`config.mk`:
```
export PLATFORM = sky130hd
export DESIGN_NAME = fac_queue
export DESIGN_NICKNAME = d
export VERILOG_FILES = /design/src/hdl/fac_queue.sv
export SDC_FILE = /design/constraint.sdc
export NUM_CORES = 1
export LEC_CHECK = 0
export ABC_AREA = 1
export CORE_UTILIZATION = 50
export CTS_CLUSTER_DIAMETER = 150
export DETAILED_ROUTE_END_ITERATION = 16
export DONT_BUFFER_PORTS = 1
export PLACE_DENSITY_LB_ADDON = 0.15
export SLEW_MARGIN = 0
export SYNTH_ARGS = -nofsm -noshare
export SYNTH_HDL_FRONTEND = slang
export SYNTH_SLANG_ARGS = --single-unit
```
`constraint.sdc`:
```
create_clock -name clk_i -period 1.35 [get_ports clk_i]
set_input_delay 0.27 -clock clk_i [delete_from_list [all_inputs] [get_ports clk_i]]
set_output_delay 0.27 -clock clk_i [all_outputs]
set_load 0.02 [all_outputs]
```
`src/hdl/fac_queue.sv`:
```
`timescale 1ns / 1ps
// ----------------------------------------------------------------------------
// fac_queue: two-entry job queue
// Holds finished vectors between the element front end and the divider.
// ----------------------------------------------------------------------------
module fac_queue #(
  parameter int unsigned DW = 8
) (
  input  logic          clk_i,
  input  logic          rst_ni,
  input  logic          push_i,
  input  logic [DW-1:0] push_data_i,
  output logic          full_o,
  input  logic          pop_i,
  output logic          valid_o,
  output logic [DW-1:0] data_o
);

  logic [DW-1:0] mem_q [2];
  logic          wr_ptr_q, rd_ptr_q;
  logic [1:0]    cnt_q;

  assign full_o  = (cnt_q == 2'd2);
  assign valid_o = (cnt_q != 2'd0);
  assign data_o  = mem_q[rd_ptr_q];

  always_ff @(posedge clk_i) begin
    if (push_i) begin
      mem_q[wr_ptr_q] <= push_data_i;
    end
  end

  always_ff @(posedge clk_i or negedge rst_ni) begin
    if (!rst_ni) begin
      wr_ptr_q <= 1'b0;
      rd_ptr_q <= 1'b0;
      cnt_q    <= 2'd0;
    end else begin
      if (push_i) wr_ptr_q <= ~wr_ptr_q;
      if (pop_i)  rd_ptr_q <= ~rd_ptr_q;
      case ({push_i, pop_i})
        2'b10:   cnt_q <= cnt_q + 2'd1;
        2'b01:   cnt_q <= cnt_q - 2'd1;
        default: cnt_q <= cnt_q;
      endcase
    end
  end

endmodule

```
* After elaboration in Yosys (flattened, before gate mapping)
Memory sizes are Yosys's and may differ from the RTL's. Index checks and enable logic that the tools add are counted.
Word-level totals: register bits after elaboration 4, RAM bits 16, logic and storage cells 16, memories 1
Memories:
- mem_q | words 2, width 8, rd ports 1, clocked after memory_dff 0, wr ports 1, line 19 | logic [DW-1:0] mem_q [2];
Cells by class: add/sub/neg operators 2, eq/ne operators 3, muxes and demuxes 3, bitwise logic cells 2, reduce and logical (&&, ||, !) cells 2
Operator list (number):
- == test 2 bit (second input constant) | 2
- case mux 2 bit (2 select lines) | 1
- nonzero test 2 bit | 2
- adder 2 x 1 -> 2 bit (second input constant) | 1
- == test 2 x 1 -> 1 bit (second input constant) | 1
- two-way mux 1 bit | 2
- NOT 1 bit | 2
- subtractor 2 x 1 -> 2 bit (second input constant) | 1

* Longest topological paths before layout
word-level depth 2, gate-level depth with buffers 7

* Worst setup path after synthesis
No wires, ideal clock.
kind register to output, start point register rd_ptr_q, end point output data_o[0], arrival 0.981 ns, required time 1.080 ns, path slack 0.099 ns, stages on the path, launching flop included 3, buffers on the path 1, cells stage by stage dfrtp_1 buf_6 o21ai_0
On the way: longest elaborated chain between the ends 1
RTL lines:
- from (decl) | line 20 | logic wr_ptr_q, rd_ptr_q;
- from (signal assigned) | line 40 | if (pop_i) rd_ptr_q <= ~rd_ptr_q;
- memory (2 x 8 bit)
- to (decl) | line 16 | output logic [DW-1:0] data_o
No other way between the ends.

* Final worst setup path
start point register rd_ptr_q, end point output data_o[5]
The elaborated chain is that of the path after synthesis.

==> out/metrics.yaml <==
synthesis:
  synth_edf_count: 16
  seq_area_frac_synth_pct: 70.3
  synth_cell_types: 14
  ys_ff_latch: 20
  synth_fp_nets: 79
  synth_mux_area_share_pct: 0
  synth_top_family_by_area: "buffers and inverters"
  synth-main-ff-cell: "edfxtp_1"
  synth_area_leaders: "edfxtp_1, dfrtp_1, inv_1, nand2_1, o21ai_2"
  async_reset_ff_share_pct: 20.0
  synthXorXnorAreaFrac_pct: 3.18
  avgSynthCellArea_um2: 12.5
  yosysWarnings: 0
  synthCells: 66
  synthesis.area_um2: 826
  synth_top_cell_by_area: "edfxtp_1"
  netlist.area_leader.share_pct: 58.2
  synth-compound-area-share_pct: 6.21
  synth-simple-area-share_pct: 8.64
  synth_fa_ha_area_share_pct: 1.52
power_and_ir_drop:
  power_leakage_nw: 0.429
  p_per_area_mw_per_mm2: 2190
  irDropWorstVdd_mv: 1.04
job:
  drv_cap: 0
floorplan:
  die_height_um: 42.6
  fp.dieW_um: 42.6
  row_count: 14
  core_region_area_mm2: 0.00152
  start_util_pct: 54.2
  ios: 22
  dieArea_mm2: 0.00182
place:
  post-place-ws_ns: 0.00535
  placed_cells: 86
  dp_hpwl_um: 771
  portBuffers: 0
  place_congestion: 0.732
timing:
  max_freq_mhz: 706
  worst_pin_slew_ns: 0.321
  report.final.slew_viol_count: 0
  period_minus_slack_ns: 1.42
  finClkSkew_ns: 0.00440
  period_share_pct: 105
  rsz0062_at_grt: "true"
  timing.hold.ws_ns: 0.0482
  setup_violations: 8
  hold_viol_final: 0
  slew-limit-headroom_pct: 78.6
  finalSetupTns_ns: -0.342
  setup_slack_ns: -0.0671
finish:
  layout-drive-gt1-share_pct: 37.2
  nFillCells: 122
  final_cell_mix: "edfxtp_1, inv_1, nand2_2"
  final_core_utilization_pct: 66.3
  syn2layout_area_growth_pct: 22.3
  final_common_cell: "edfxtp_1"
  n_antenna_cell: 0
  nets: 92
  multiInputGateArea_um2: 221
  fin_cells: 94
  seq_area_um2: 582
clocking:
  htree_levels: 1
  clk_pin_slew_worst_paths_ns: 0.10
  cts_made_buffers: 3
  cts_buffer_depth: 2
  clkSinkCount: 20
  cts_tree: "done"
  cts_root_buf: "clkbuf_4"
  clk_latency_ns: 0.29
routing:
  firstDrtPassIters: 2
  drtIter0Drc: 1
  viasPerCell: 5.11
  postRouteAntennaNets: 0
  drc: 0
  drt_wl_total_um: 1180
  via_count: 480
  wire_per_inst_um: 12.6
global_route:
  antenna_found_initial: 0
  grt_use_total_pct: 15.1
  grt_pass1_wl_um: 1960
  grt_start_max_net_pins: 12
  grt_pass1_vias: 496
  grt_overflow: 0
worst_setup_path:
  reg2reg_slack_ns: 0.33
  crit_required_ns: 1.08
  worstPathMaxFanout: 5
  worst_setup_path_start_kind: "register"
  endpoint_kind: "output pin"
  r2r_end: "mem_q[1][1]$_DFFE_PP_"
  critPathKind: "reg2out"
  crit_end: "data_o[5]"
  ff2ff_path_depth: 2
  critical_path_arrival_ns: 1.15
  rr_startpoint: "wr_ptr_q$_DFFE_PN0P_"
  critPathLaunch: "rd_ptr_q$_DFFE_PN0P_"
run_status:
  violations: "setup timing"
  status: "complete, but fails checks"
hold_path:
  worstHoldPathType: "in2reg"
-- worst min-delay path by stage --
stage	start	to	slack, ns	cells after the start
floorplan	rst_ni	cnt_q[0]$_DFFE_PN0P_	-0.03	0
global placement	rst_ni	wr_ptr_q$_DFFE_PN0P_	-0.03	0
detailed placement	rst_ni	wr_ptr_q$_DFFE_PN0P_	-0.03	0
CTS	pop_i	rd_ptr_q$_DFFE_PN0P_	0.04	1
global route	pop_i	rd_ptr_q$_DFFE_PN0P_	0.01	1
finish	pop_i	rd_ptr_q$_DFFE_PN0P_	0.05	1
-- worst max-delay path, cell delays in order (launching register included) --
cell and delay (ns):
dfrtp_2 0.46, buf_6 0.15, o21ai_2 0.12, buf_6 0.13
-- sequential cells by signal, summed over array words and instances, names as in the netlist --
register	count
cnt_q	2
mem_q	16
rd_ptr_q	1
wr_ptr_q	1
-- routing by layer --
| metal | wire length [µm] | vias to the layer above | track usage, % |
|---|---|---|---|
| li1 | - | 233 | - |
| met1 | 469 | 229 | 17.2 |
| met2 | 628 | 16 | 25.2 |
| met3 | 73 | 2 | 5.17 |
| met4 | 9 | 0 | 7.50 |
| met5 | 0 | - | 0 |
-- per-stage QoR --
stage,power (mW),cell area (µm²)
2_1_floorplan,1.52,826
3_3_place_gp,1.60,860
3_5_place_dp,1.62,860
4_1_cts,2.21,1000
5_1_grt,2.34,1010
6_report,2.21,1010
-- report_power, final --
group / internal, mW / leakage, nW / switching [mW]
registers: 0.841 / 0.196 / 0.0955
clock network: 0.107 / 0.0154 / 0.168
logic: 0.415 / 0.218 / 0.582
total: 1.36 / 0.429 / 0.845
-- layout make-up --
cell class	instances	area share, %
Sequential cell	20	57.6
Timing Repair Buffer	10	10.7
Multi-Input combinational cell	30	21.9
Clock buffer	3	2.23
Inverter	14	5.20
Clock inverter	1	0.372
Tap cell	16	1.98
-- kinds of logic after synthesis --
kind of cell    after synthesis
fa+ha+maj                     1
simple gates                 18
buf+inv                      16
xor+xnor                      3
compound gates                8
flops                        20
-- synth_stat cells (2+ instances only) --
cell / number
edfxtp_1: 16
inv_1: 14
nand2_1: 14
o21ai_0: 5
dfrtp_1: 4
o21ai_2: 3
nor2_1: 2
xor2_1: 2
-- what timing repair did --
| item | 4_1_cts | 5_1_grt |
|---|---|---|
| pin swaps | 7 | 0 |
| hold buffers | 1 | 0 |
| buffers inserted | 3 | 0 |
| resized for setup | 28 | 3 |
| endpoints found under the hold margin | 4 | 0 |
| setup endpoints to repair | 8 | 9 |
Note: power is estimated with default switching activity, not from simulation.
