$ cat config.mk
export PLATFORM = sky130hd
export DESIGN_NAME = fac_back
export DESIGN_NICKNAME = d
export VERILOG_FILES = /design/src/hdl/fac_pkg.sv /design/src/hdl/fac_back.sv
export SDC_FILE = /design/constraint.sdc
export NUM_CORES = 1
export LEC_CHECK = 0
export ABC_AREA = 0
export BUFFER_PORTS_ARGS = -buffer_cell sky130_fd_sc_hd__buf_2
export CAP_MARGIN = 20
export CORE_MARGIN = 2
export CORE_UTILIZATION = 30
export DETAILED_ROUTE_END_ITERATION = 6
export PLACE_DENSITY_LB_ADDON = 0.3
export SYNTH_ARGS = -nofsm -noshare
export SYNTH_HDL_FRONTEND = slang
export SYNTH_SLANG_ARGS = --single-unit
$ cat constraint.sdc
create_clock -name clk_i -period 11.5 [get_ports clk_i]
set_clock_uncertainty 0.1 [all_clocks]
set_input_delay 0.575 -clock clk_i [delete_from_list [all_inputs] [get_ports clk_i]]
set_output_delay 0.575 -clock clk_i [all_outputs]
set_load 0.005 [all_outputs]
$ cat src/hdl/fac_pkg.sv
`timescale 1ns / 1ps
// ----------------------------------------------------------------------------
// fac_pkg: shared constants of the fuzzy ART category unit
// Q1.15 constants, register indexes, reset values and a cap-at-one helper.
// ----------------------------------------------------------------------------
package fac_pkg;

  localparam int unsigned FEATURES_DEF = 16;

  localparam logic [15:0] ONE_Q15  = 16'h8000;
  localparam logic [15:0] HALF_Q15 = 16'h4000;

  typedef enum logic [1:0] {
    REG_ALPHA = 2'd0,
    REG_VIG   = 2'd1,
    REG_LR    = 2'd2
  } cfg_reg_e;

  localparam logic [15:0] ALPHA_RST = 16'd33;
  localparam logic [15:0] VIG_RST   = 16'd24576;
  localparam logic [15:0] LR_RST    = 16'd32768;

  function automatic logic [15:0] cap_one(input logic [15:0] v);
    cap_one = (v > ONE_Q15) ? ONE_Q15 : v;
  endfunction

endpackage

$ cat src/hdl/fac_back.sv
`timescale 1ns / 1ps
// ----------------------------------------------------------------------------
// fac_back: end-of-vector divider
// Pops a job, runs a restoring divider one quotient bit a cycle for the
// evaluate ratios, takes the mean residual by reciprocal multiplication and
// presents the result beat.
// ----------------------------------------------------------------------------
module fac_back #(
  parameter int unsigned FEATURES = fac_pkg::FEATURES_DEF,
  parameter int unsigned DIM      = 2 * FEATURES,
  parameter int unsigned ACC_W    = $clog2(DIM * 32768 + 1),
  parameter int unsigned DW       = 3 * ACC_W + ACC_W + 3
) (
  input  logic          clk_i,
  input  logic          rst_ni,
  input  logic          q_valid_i,
  input  logic [DW-1:0] q_data_i,
  output logic          pop_o,
  input  logic [15:0]   vig_i,
  output logic          out_valid_o,
  input  logic          out_stall_i,
  output logic          kind_done_o,
  output logic [15:0]   choice_value_o,
  output logic [15:0]   match_ratio_o,
  output logic          match_ok_o,
  output logic [16:0]   mean_residual_o,
  output logic          size_error_o
);

  localparam int unsigned NW = ACC_W + 15;
  localparam int unsigned RW = ACC_W + 2;
  localparam int unsigned SW = $clog2(NW);
  localparam int unsigned PW = 2 * ACC_W + 17;
  // exact floor division by FEATURES for any residual below 2^ACC_W
  localparam int unsigned RSH = ACC_W + $clog2(FEATURES);
  localparam longint unsigned RMUL =
    ((64'd1 << RSH) + 64'(FEATURES) - 64'd1) / 64'(FEATURES);

  typedef enum logic [1:0] {B_IDLE, B_DIV, B_OUT} bstate_e;
  typedef enum logic [1:0] {OP_CHOICE, OP_RATIO} op_e;

  bstate_e          state_q;
  op_e              op_q;
  logic [ACC_W-1:0] min_q, inp_q;
  logic [ACC_W:0]   den_q;
  logic [NW-1:0]    dvd_q, quo_q;
  logic [ACC_W:0]   div_q;
  logic [RW-1:0]    rem_q;
  logic [SW-1:0]    cnt_q;

  logic             j_kind, j_err;
  logic [ACC_W-1:0] j_min, j_inp, j_res;
  logic [ACC_W:0]   j_den;
  logic [RW-1:0]    rem_sh, rem_nx;
  logic             ge;
  logic [NW-1:0]    quo_nx;
  logic [15:0]      capped;
  logic [NW:0]      vig_prod;
  logic [PW-1:0]    mean_prod;

  assign {j_kind, j_err, j_min, j_inp, j_res, j_den} = q_data_i;

  assign rem_sh    = {rem_q[RW-2:0], dvd_q[NW-1]};
  assign ge        = (rem_sh >= {1'b0, div_q});
  assign rem_nx    = ge ? rem_sh - {1'b0, div_q} : rem_sh;
  assign quo_nx    = {quo_q[NW-2:0], ge};
  assign capped    = (quo_nx > NW'(32768)) ? fac_pkg::ONE_Q15 : quo_nx[15:0];
  assign vig_prod  = vig_i * inp_q;
  assign mean_prod = PW'(j_res) * PW'(RMUL);

  assign pop_o       = (state_q == B_IDLE) && q_valid_i;
  assign out_valid_o = (state_q == B_OUT);

  always_ff @(posedge clk_i or negedge rst_ni) begin
    if (!rst_ni) begin
      state_q         <= B_IDLE;
      op_q            <= OP_CHOICE;
      min_q           <= '0;
      inp_q           <= '0;
      den_q           <= '0;
      dvd_q           <= '0;
      quo_q           <= '0;
      div_q           <= '0;
      rem_q           <= '0;
      cnt_q           <= '0;
      kind_done_o     <= 1'b0;
      choice_value_o  <= '0;
      match_ratio_o   <= '0;
      match_ok_o      <= 1'b0;
      mean_residual_o <= '0;
      size_error_o    <= 1'b0;
    end else begin
      case (state_q)
        B_IDLE: begin
          if (q_valid_i) begin
            min_q          <= j_min;
            inp_q          <= j_inp;
            den_q          <= j_den;
            kind_done_o    <= j_kind;
            size_error_o   <= j_err;
            choice_value_o <= '0;
            match_ratio_o  <= '0;
            match_ok_o     <= 1'b0;
            rem_q          <= '0;
            quo_q          <= '0;
            cnt_q          <= '0;
            op_q           <= OP_CHOICE;
            dvd_q          <= {j_min, 15'd0};
            div_q          <= j_den;
            if (j_kind) begin
              mean_residual_o <= mean_prod[RSH +: 17];
              state_q         <= B_OUT;
            end else begin
              mean_residual_o <= '0;
              state_q         <= B_DIV;
            end
          end
        end
        B_DIV: begin
          if (cnt_q == SW'(NW - 1)) begin
            rem_q <= '0;
            quo_q <= '0;
            cnt_q <= '0;
            case (op_q)
              OP_CHOICE: begin
                choice_value_o <= (den_q == '0) ? 16'd0 : capped;
                op_q           <= OP_RATIO;
                dvd_q          <= {min_q, 15'd0};
                div_q          <= {1'b0, inp_q};
              end
              OP_RATIO: begin
                match_ratio_o <= (inp_q == '0) ? 16'd0 : capped;
                match_ok_o    <= (inp_q != '0) && ({1'b0, min_q, 15'd0} >= vig_prod);
                state_q       <= B_OUT;
              end
              default: state_q <= B_OUT;
            endcase
          end else begin
            dvd_q <= {dvd_q[NW-2:0], 1'b0};
            rem_q <= rem_nx;
            quo_q <= quo_nx;
            cnt_q <= cnt_q + SW'(1);
          end
        end
        B_OUT: begin
          if (!out_stall_i) state_q <= B_IDLE;
        end
        default: state_q <= B_IDLE;
      endcase
    end
  end

  a_eval_no_resid: assert property (@(posedge clk_i) disable iff (!rst_ni)
    (out_valid_o && !kind_done_o) |-> (mean_residual_o == '0))
    else $error("evaluate beat carries a residual");
  a_learn_no_match: assert property (@(posedge clk_i) disable iff (!rst_ni)
    (out_valid_o && match_ok_o) |-> !kind_done_o)
    else $error("learn beat reports a match");
  a_ratio_cap: assert property (@(posedge clk_i) disable iff (!rst_ni)
    out_valid_o |-> (choice_value_o <= fac_pkg::ONE_Q15) &&
                    (match_ratio_o <= fac_pkg::ONE_Q15))
    else $error("ratio above one");

endmodule

After elaboration in Yosys (flattened, before gate mapping):

Cells that the tools add are included.

* flip-flop bits (word level): 241
* input bits: 107
* output and inout bits: 54
* logic and storage cells: 90

* add/subtract/negate cells: 2
* multipliers: 1
* order comparisons: 3
* equal/unequal tests: 11
* multiplexer cells: 43
* reduce and logical (&&, ||, !) cells: 14

Operators by type and width (count)
* $mux 22: 6
* $mux 16: 8
* $mux 36: 3
* $pmux 22 s2: 2
* $pmux 36 s2: 1
* $mux 35: 2
* $pmux 35 s2: 1
* $pmux 16 s2: 2
* $ge 36x37->1: 1
* $mul 16x21->37: 1
* $gt 36x16->1 const B: 1
* $ge 23x22->1: 1
* $logic_not 22->1: 1
* $sub 22x22->22: 1
* $logic_not 21->1: 1
* $reduce_bool 21->1: 1
* $mux 17: 1
* $mux 2: 8
* $mux 6: 2
* $pmux 6 s2: 1
* $reduce_and 4->1: 3
* $ne 2x2->1 const B: 4
* $add 6x1->6 const B: 1
* $eq 6x6->1 const B: 1
* 13 further kinds: 20

Logic depth before layout (Yosys ltp):

Gate-level depths: netlist of the first run.

* word-level depth: 7
* gate-level depth with buffers: 33
* mapped depth without buffers: 31

Worst setup path before layout of the first run:

OpenSTA, ideal clock, no wires.

* kind: input -> register
* start: in vig_i[12]
* end: reg match_ok_o
* library setup time: 0.095 ns
* data arrival time: 7.325 ns
* data required time: 11.305 ns
* setup slack: 3.980 ns
* cell stages on the path: 29
* path buffers: 1
* path through: clkbuf_1 nand2_1 fa_1 inv_1 fa_1 fa_1 fa_1 fa_1 inv_1 fa_1 inv_1 ha_1 o21ai_0 nor2_1 a2111oi_0 o21ai_0 or2_2 a21o_1 a21oi_1 xor2_1 ha_1 nand3_1 nor3_1 o2111ai_1 nor2_1 and4_1 nand4_1 o311a_1 o31ai_1

* cells in the longest elaborated chain, start to end: 6

Ends and longest elaborated chain
* from (decl): line fac_back.sv:19 `input logic [15:0] vig_i,`
* $mul 16x21->37: line fac_back.sv:68 `assign vig_prod = vig_i * inp_q;`
* $ge 36x37->1: line fac_back.sv:133 `match_ok_o <= (inp_q != '0) && ({1'b0, min_q, 15'd0} >= vig_prod);`
* $logic_and 1x1->1: line fac_back.sv:133
* $mux 1: line fac_back.sv:124 `case (op_q)`
* $mux 1: line fac_back.sv:120 `if (cnt_q == SW'(NW - 1)) begin`
* $pmux 1 s2: line fac_back.sv:93 `case (state_q)`
* to (signal assigned): line fac_back.sv:133
* to (decl): line fac_back.sv:25 `output logic match_ok_o,`

Every way passes these cells. The select of a mux whose other input is x is not followed.
A chain may end at the register's enable or synchronous reset.

Worst setup path after layout of the first run:

* start: reg inp_q[11]
* end: reg match_ok_o

* cells in the longest elaborated chain, start to end: 6
* elaborated cells on any way between the ends: 7
* classes of those cells: mul: 1; order compare: 1; mux: 3; reduce/logical: 2

Ends and longest elaborated chain
* from (decl): line fac_back.sv:44 `logic [ACC_W-1:0] min_q, inp_q;`
* from (signal assigned): line fac_back.sv:97 `inp_q <= j_inp;`
* $mul 16x21->37: line fac_back.sv:68
* $ge 36x37->1: line fac_back.sv:133
* $logic_and 1x1->1 *: line fac_back.sv:133
* $mux 1 *: line fac_back.sv:124
* $mux 1 *: line fac_back.sv:120
* $pmux 1 s2 *: line fac_back.sv:93

Mark *: on every way between the ends. The rest lies on a longest branch, timed or not. The select of a mux whose other input is x is not followed.

==> results of run 1 <==
## cell type report
type                       count  share of cell area
clock inverter                14            0.005548
tap                          959             0.04882
timing repair buffer         185             0.04154
inverter                     314             0.04800
sequential                   225              0.2291
multi-input combinational   1781              0.5964
antenna                        2           0.0002036
clock buffer                  33             0.03044
## cell usage after synthesis, types with 3 or more instances
library cell / n
fa_1: 265
o311ai_0: 3
o211ai_1: 7
nor2_1: 66
nand4_1: 8
buf_1: 10
and3_1: 6
dfrtp_1: 225
buf_2: 4
inv_1: 313
ha_1: 153
and2_1: 148
or4_1: 3
a22o_1: 37
a32oi_1: 6
nor3_1: 13
buf_6: 3
o31ai_1: 4
nor4_1: 22
xor2_1: 19
o221ai_1: 3
and4_1: 4
or3_1: 4
o21a_1: 4
xnor2_1: 30
o21ai_2: 20
o21ai_0: 111
clkbuf_1: 115
o21ai_1: 5
nand3_1: 61
a21oi_1: 72
a31oi_1: 8
nand2b_1: 11
o21bai_1: 5
nor2b_1: 7
a21o_1: 24
a211oi_1: 11
mux2i_1: 54
nand2_1: 546
or2_2: 3
## worst max-delay path, cell delays in order (launching register included)
cell	delay [ns]
dfrtp_1	0.80
and2_1	0.36
fa_1	0.54
inv_1	0.05
fa_1	0.49
fa_1	0.52
inv_1	0.05
fa_1	0.48
fa_1	0.53
fa_1	0.49
ha_1	0.35
a21oi_1	0.26
o21ai_0	0.22
a2111oi_0	0.62
o21ai_0	0.29
o211ai_1	0.29
nand2b_1	0.09
a21oi_1	0.17
xor2_1	0.11
ha_1	0.30
a21o_1	0.11
a21o_1	0.10
a21oi_1	0.12
a21oi_1	0.42
and4_1	0.27
nand4_1	0.10
o311a_1	0.34
o31ai_1	0.19
## registers in the layout (all words and copies together), names as in the netlist
name,flops
inp_q,21
match_ok_o,1
den_q,22
quo_q,35
op_q,1
match_ratio_o,16
size_error_o,1
div_q,22
dvd_q,21
rem_q,22
choice_value_o,16
min_q,21
state_q,2
mean_residual_o,17
cnt_q,6
kind_done_o,1
## stage by stage
| step | std cells | setup slack, ns | area [um2] |
|---|---|---|---|
| floorplan | 2453 | 3.980 | 21970 |
| global placement | 3463 | 2.784 | 23670 |
| detailed placement | 3463 | 2.732 | 23670 |
| CTS | 3510 | 2.738 | 24550 |
| global route | 3513 | 2.113 | 24580 |
| finish | 3513 | 2.658 | 24580 |
## cells by family after synthesis
| family | Yosys count |
|---|---|
| AO/OA/AOI/OAI | 349 |
| XOR/XNOR | 49 |
| adder cells (fa/ha/maj) | 418 |
| buffers and inverters | 447 |
| flip-flops | 225 |
| multiplexers | 54 |
| AND/OR/NAND/NOR | 911 |
## worst paths after layout
check                                               start                               to  slack, ns  cells after the start
max                                 inp_q[11]$_DFFE_PN0P_           match_ok_o$_DFFE_PN0P_       2.66                     27
min                                                rst_ni  mean_residual_o[11]$_DFFE_PN0P_      -0.05                      1
min reg2reg                mean_residual_o[4]$_DFFE_PN0P_   mean_residual_o[4]$_DFFE_PN0P_       0.36                      2
max reg2reg                         inp_q[11]$_DFFE_PN0P_           match_ok_o$_DFFE_PN0P_       2.66                     27
max in group asynchronous                          rst_ni             inp_q[1]$_DFFE_PN0P_       9.99                      2
min in group clk_i                           q_data_i[45]             inp_q[2]$_DFFE_PN0P_       0.11                      3
## per-layer routing
| metal | vias to the layer above | wire length, um | track usage |
|---|---|---|---|
| li1 | 8013 | - | - |
| met1 | 8444 | 28620 | 0.2332 |
| met2 | 290 | 28620 | 0.2713 |
| met3 | 69 | 2280 | 0.01667 |
| met4 | 2 | 975 | 0.03475 |
| met5 | - | 11 | 0 |
==> flow_summary.ini, run 1 <==
[cts]
clock_latency_ns = 0.56
cts_hold_buf = 0
cts_buffers = 27
cts.sinks = 225
clk_pin_slew_ns = 0.06
cts_root_buffer = clkbuf_16
cts_resized = 0
cts_tree = done
clock_path_buffers = 3
htreeDepth = 1
cts_setup_buffers = 0

[timing]
hold_violations = 20
period_share = 0.7689
setup-tns-final_ns = 0
setup_viol = 0
slew_headroom = 0.2633
slew_viol_final = 0
worst_pin_slew_ns = 1.105
period_needed_ns = 8.842
rsz0062_at_grt = false
fmax_mhz = 113.1
holdWs_ns = -0.04730

[route]
antenna_left = 0
routedWlPerCell_um = 17.22
firstDrtPassIters = 5
drtIter0Drc = 927
wl_um = 60500
vias_per_cell = 4.787
drcViolationCount = 0
vias = 16820

[cells_and_area]
fillers = 7584
final_cell_mix = 545 x nand2_1, 313 x inv_1, 265 x fa_1, 225 x dfrtp_1, 155 x buf_2
area_delta_synth_final_pct = 11.86
drive_gt1_frac = 0.1062
seqCellArea_um2 = 5630
final_net_count = 3059
mostFrequentLayoutCell = nand2_1
final_util = 0.3380
multiInputGateArea_um2 = 14660

[status]
violations = negative hold slack
status = finished with violations

[yosys]
yosys_warnings = 0
synth.top_cell.area_share = 0.2562
synth_top_area_cell = dfrtp_1
post_synth_num_cell_types = 71
synth-simple-area-share = 0.1877
synth_area_um2 = 21970
synth-seq-area-share = 0.2562
avgSynthCellArea_um2 = 8.958
synthAdderAreaFrac = 0.3286
synth_compound_area_frac = 0.1056
synth_mux_area_frac = 0.02460
synth.area.top_cells = dfrtp_1 26%, fa_1 24%, nand2_1 9.3%
synthFlopType = dfrtp_1
ys_ff_latch = 225
netlist_instances = 2453
synth_fp_nets = 2978
synth-xor-area-share = 0.01953
synth-edff-count = 0
synth_top_family_by_area = adder cells
async_reset_ff_frac = 1.000

[die]
fp.dieW_um = 274.6
ioPinCount = 161
die-area_um2 = 75430
dieHeight_um = 274.6
start_util = 0.3022
num_rows = 99
coreArea_um2 = 72710

[global_routing]
grt_max_degree = 113
grt_pass1_vias = 17320
grt_overflow = 0
grt_pass1_wl_um = 98030
antenna_found_initial = 7
grt_usage = 0.1643

[run]
cap_violations = 0

[placed_design]
dp_hpwl_um = 45120
portBuffers = 156
place.gp.congestion = 0.8085

[worst_setup_path]
cp-start-kind = flop
cp_max_fo = 19
end_kind = flop
worstPathArrival_ns = 9.22
critPathRequiredTime_ns = 11.88
path_class = flop to flop

[hold_path]
min_path_type = input pin to asynchronous set/reset pin
Power of run 1 is left out: the tool's default activity adds up to more than one toggle a clock period on the data nets, which glitch-free logic cannot reach.
==> run 2, diff against run 1 <==
==> constraint.sdc (replaced) <==
create_clock -name clk_i -period 8.1 [get_ports clk_i]
set_clock_uncertainty 0.1 [all_clocks]
set_input_delay 0.405 -clock clk_i [delete_from_list [all_inputs] [get_ports clk_i]]
set_output_delay 0.405 -clock clk_i [all_outputs]
set_load 0.005 [all_outputs]
==> run 2 against run 1 <==
The run still ends with negative hold slack left. Final cell count up 5.1%. Design area is 7.8% higher. First-iteration DRC count increased by 22%. Register-to-register slack worse by 2.3 ns. Global-route usage is 0.38 points higher. Routed wire length increased by 3.3%. Setup slack worse by 2.3 ns. Worst hold slack better by 0.045 ns. Utilization grew 2.6 points. Non-clock buffer count is 176 higher. Largest cell class unchanged. Highest routed layer is now met4.
==> flow_summary.ini, run 2 (synthesis results as in run 1) <==
[cts]
clock_latency_ns = 0.57
cts_tree = done
htreeDepth = 1
clock_path_buffers = 3
clk_pin_slew_ns = 0.06
cts_buffers = 28
cts.sinks = 225
cts_root_buffer = clkbuf_16

[global_routing]
grt_overflow = 0
grt_usage = 0.1681
antenna_found_initial = 3
grt_max_degree = 101
grt_pass1_wl_um = 100800
globalRouteMet1Util = 0.2399
grt-busiest-layer = met2
grt_pass1_vias = 18100
use_met3 = 0.01615
gr-usage-met2 = 0.2778

[timing]
hold_violations = 1
setup_viol = 0
slew_viol_final = 0
worst_pin_slew_ns = 0.9476
fmax_mhz = 129.1
slew_headroom = 0.3683
holdWs_ns = -0.002003
period_share = 0.9560
period_needed_ns = 7.744

[worst_setup_path]
critical-path-top-delay-family = adder cells
cp-start-kind = flop
path_class = flop to flop
end_kind = flop
critPathRequiredTime_ns = 8.47
crit_top_cell = fa_1
slowest_delay_ns = 0.58
worst_path_max_delay_cell = dfrtp_1
cp_max_fo = 7
worstPathArrival_ns = 8.12
path_buf_inv = 8

[route]
vias_per_cell = 4.762
vias = 17590
routedWlPerCell_um = 16.93
drtIter0Drc = 1130
antenna_left = 0
wl_um = 62510
firstDrtPassIters = 7
drcViolationCount = 0

[cells_and_area]
final_cell_mix = 544 x nand2_1, 312 x inv_1, 258 x fa_1, 215 x dfrtp_1, 156 x buf_2
multiInputGateArea_um2 = 14840
stdcell_count = 3693
final_net_count = 3236
largest_reg_flops = 35
fillers = 7456
area_delta_synth_final_pct = 20.55
mostFrequentLayoutCell = nand2_1
drive_gt1_frac = 0.1504
seqCellArea_um2 = 5645
top_register = quo_q

[placed_design]
place.gp.congestion = 0.8360
portBuffers = 156
dpl.cell_count = 3546
dp_hpwl_um = 48050

[status]
violations = negative hold slack
status = finished with violations

[hold_path]
min_path_type = input pin to flop

[die]
die-area_um2 = 75430
ioPinCount = 161
start_util = 0.3022
dieHeight_um = 274.6
fp.dieW_um = 274.6
coreArea_um2 = 72710
num_rows = 99

[run]
cap_violations = 0
## run 2: repair_timing
action,in CTS,in global routing
endpoints found under the hold margin,176,0
setup endpoints to repair,1,1
setup buffers,0,14
pin swaps,1,22
hold buffers,79,0
gates resized for setup,6,51
## run 2: worst paths after layout
kind,start,to,slack (ns),cells after the start
worst min-delay path,q_data_i[59],inp_q[16]$_DFFE_PN0P_,-0.002,3
worst max register to register,inp_q[18]$_DFFE_PN0P_,match_ok_o$_DFFE_PN0P_,0.36,31
worst min register to register,mean_residual_o[4]$_DFFE_PN0P_,mean_residual_o[4]$_DFFE_PN0P_,0.36,2
worst max-delay path,inp_q[18]$_DFFE_PN0P_,match_ok_o$_DFFE_PN0P_,0.36,31
min in group asynchronous,rst_ni,mean_residual_o[0]$_DFFE_PN0P_,0.34,2
max in group asynchronous,rst_ni,inp_q[7]$_DFFE_PN0P_,5.96,3
## run 2: worst register-to-register path, delay by kind of cell (launching register included)
kind | cells | cell delay, ns
adder cells (fa/ha/maj) | 8 | 3.75
AO/OA/AOI/OAI | 7 | 1.52
AND/OR/NAND/NOR | 7 | 0.79
buffers and inverters | 8 | 0.77
flip-flops | 1 | 0.58
XOR/XNOR | 1 | 0.15
## run 2: routing by layer
| metal | part of all wire | vias up |
|---|---|---|
| met3 | 0.032 | 65 |
| met5 | 0 | - |
| met2 | 0.47 | 301 |
| met1 | 0.48 | 8841 |
| met4 | 0.018 | 0 |
| li1 | - | 8380 |
## run 2: final cells by class
| cell class | instances | area share |
|---|---|---|
| inverters | 314 | 0.04454 |
| clock inverters | 14 | 0.006518 |
| clock buffers | 38 | 0.03056 |
| diodes | 1 | 0.00009447 |
| repair buffers | 361 | 0.09971 |
| multi-input cells | 1781 | 0.5602 |
| flip-flops and latches | 225 | 0.2131 |
| well taps | 959 | 0.04530 |
## run 2: through the flow
step | worst slack, ns | area (um2) | TNS, ns | hold WS, ns | util
3_5_place_dp | -0.06867 | 24340 | -0.06867 | 0.3504 | 0.3348
2_1_floorplan | 0.5898 | 21970 | 0 | 0.009409 | -
3_3_place_gp | -0.01563 | 24340 | -0.01563 | 0.3468 | 0.3348
5_1_grt | -0.02241 | 26490 | -0.02241 | 0.004143 | 0.3643
4_1_cts | 0.02688 | 26130 | 0 | 0.004038 | 0.3593
6_report | 0.3561 | 26490 | 0 | -0.002003 | 0.3643
Power of run 2 is left out for the same reason.
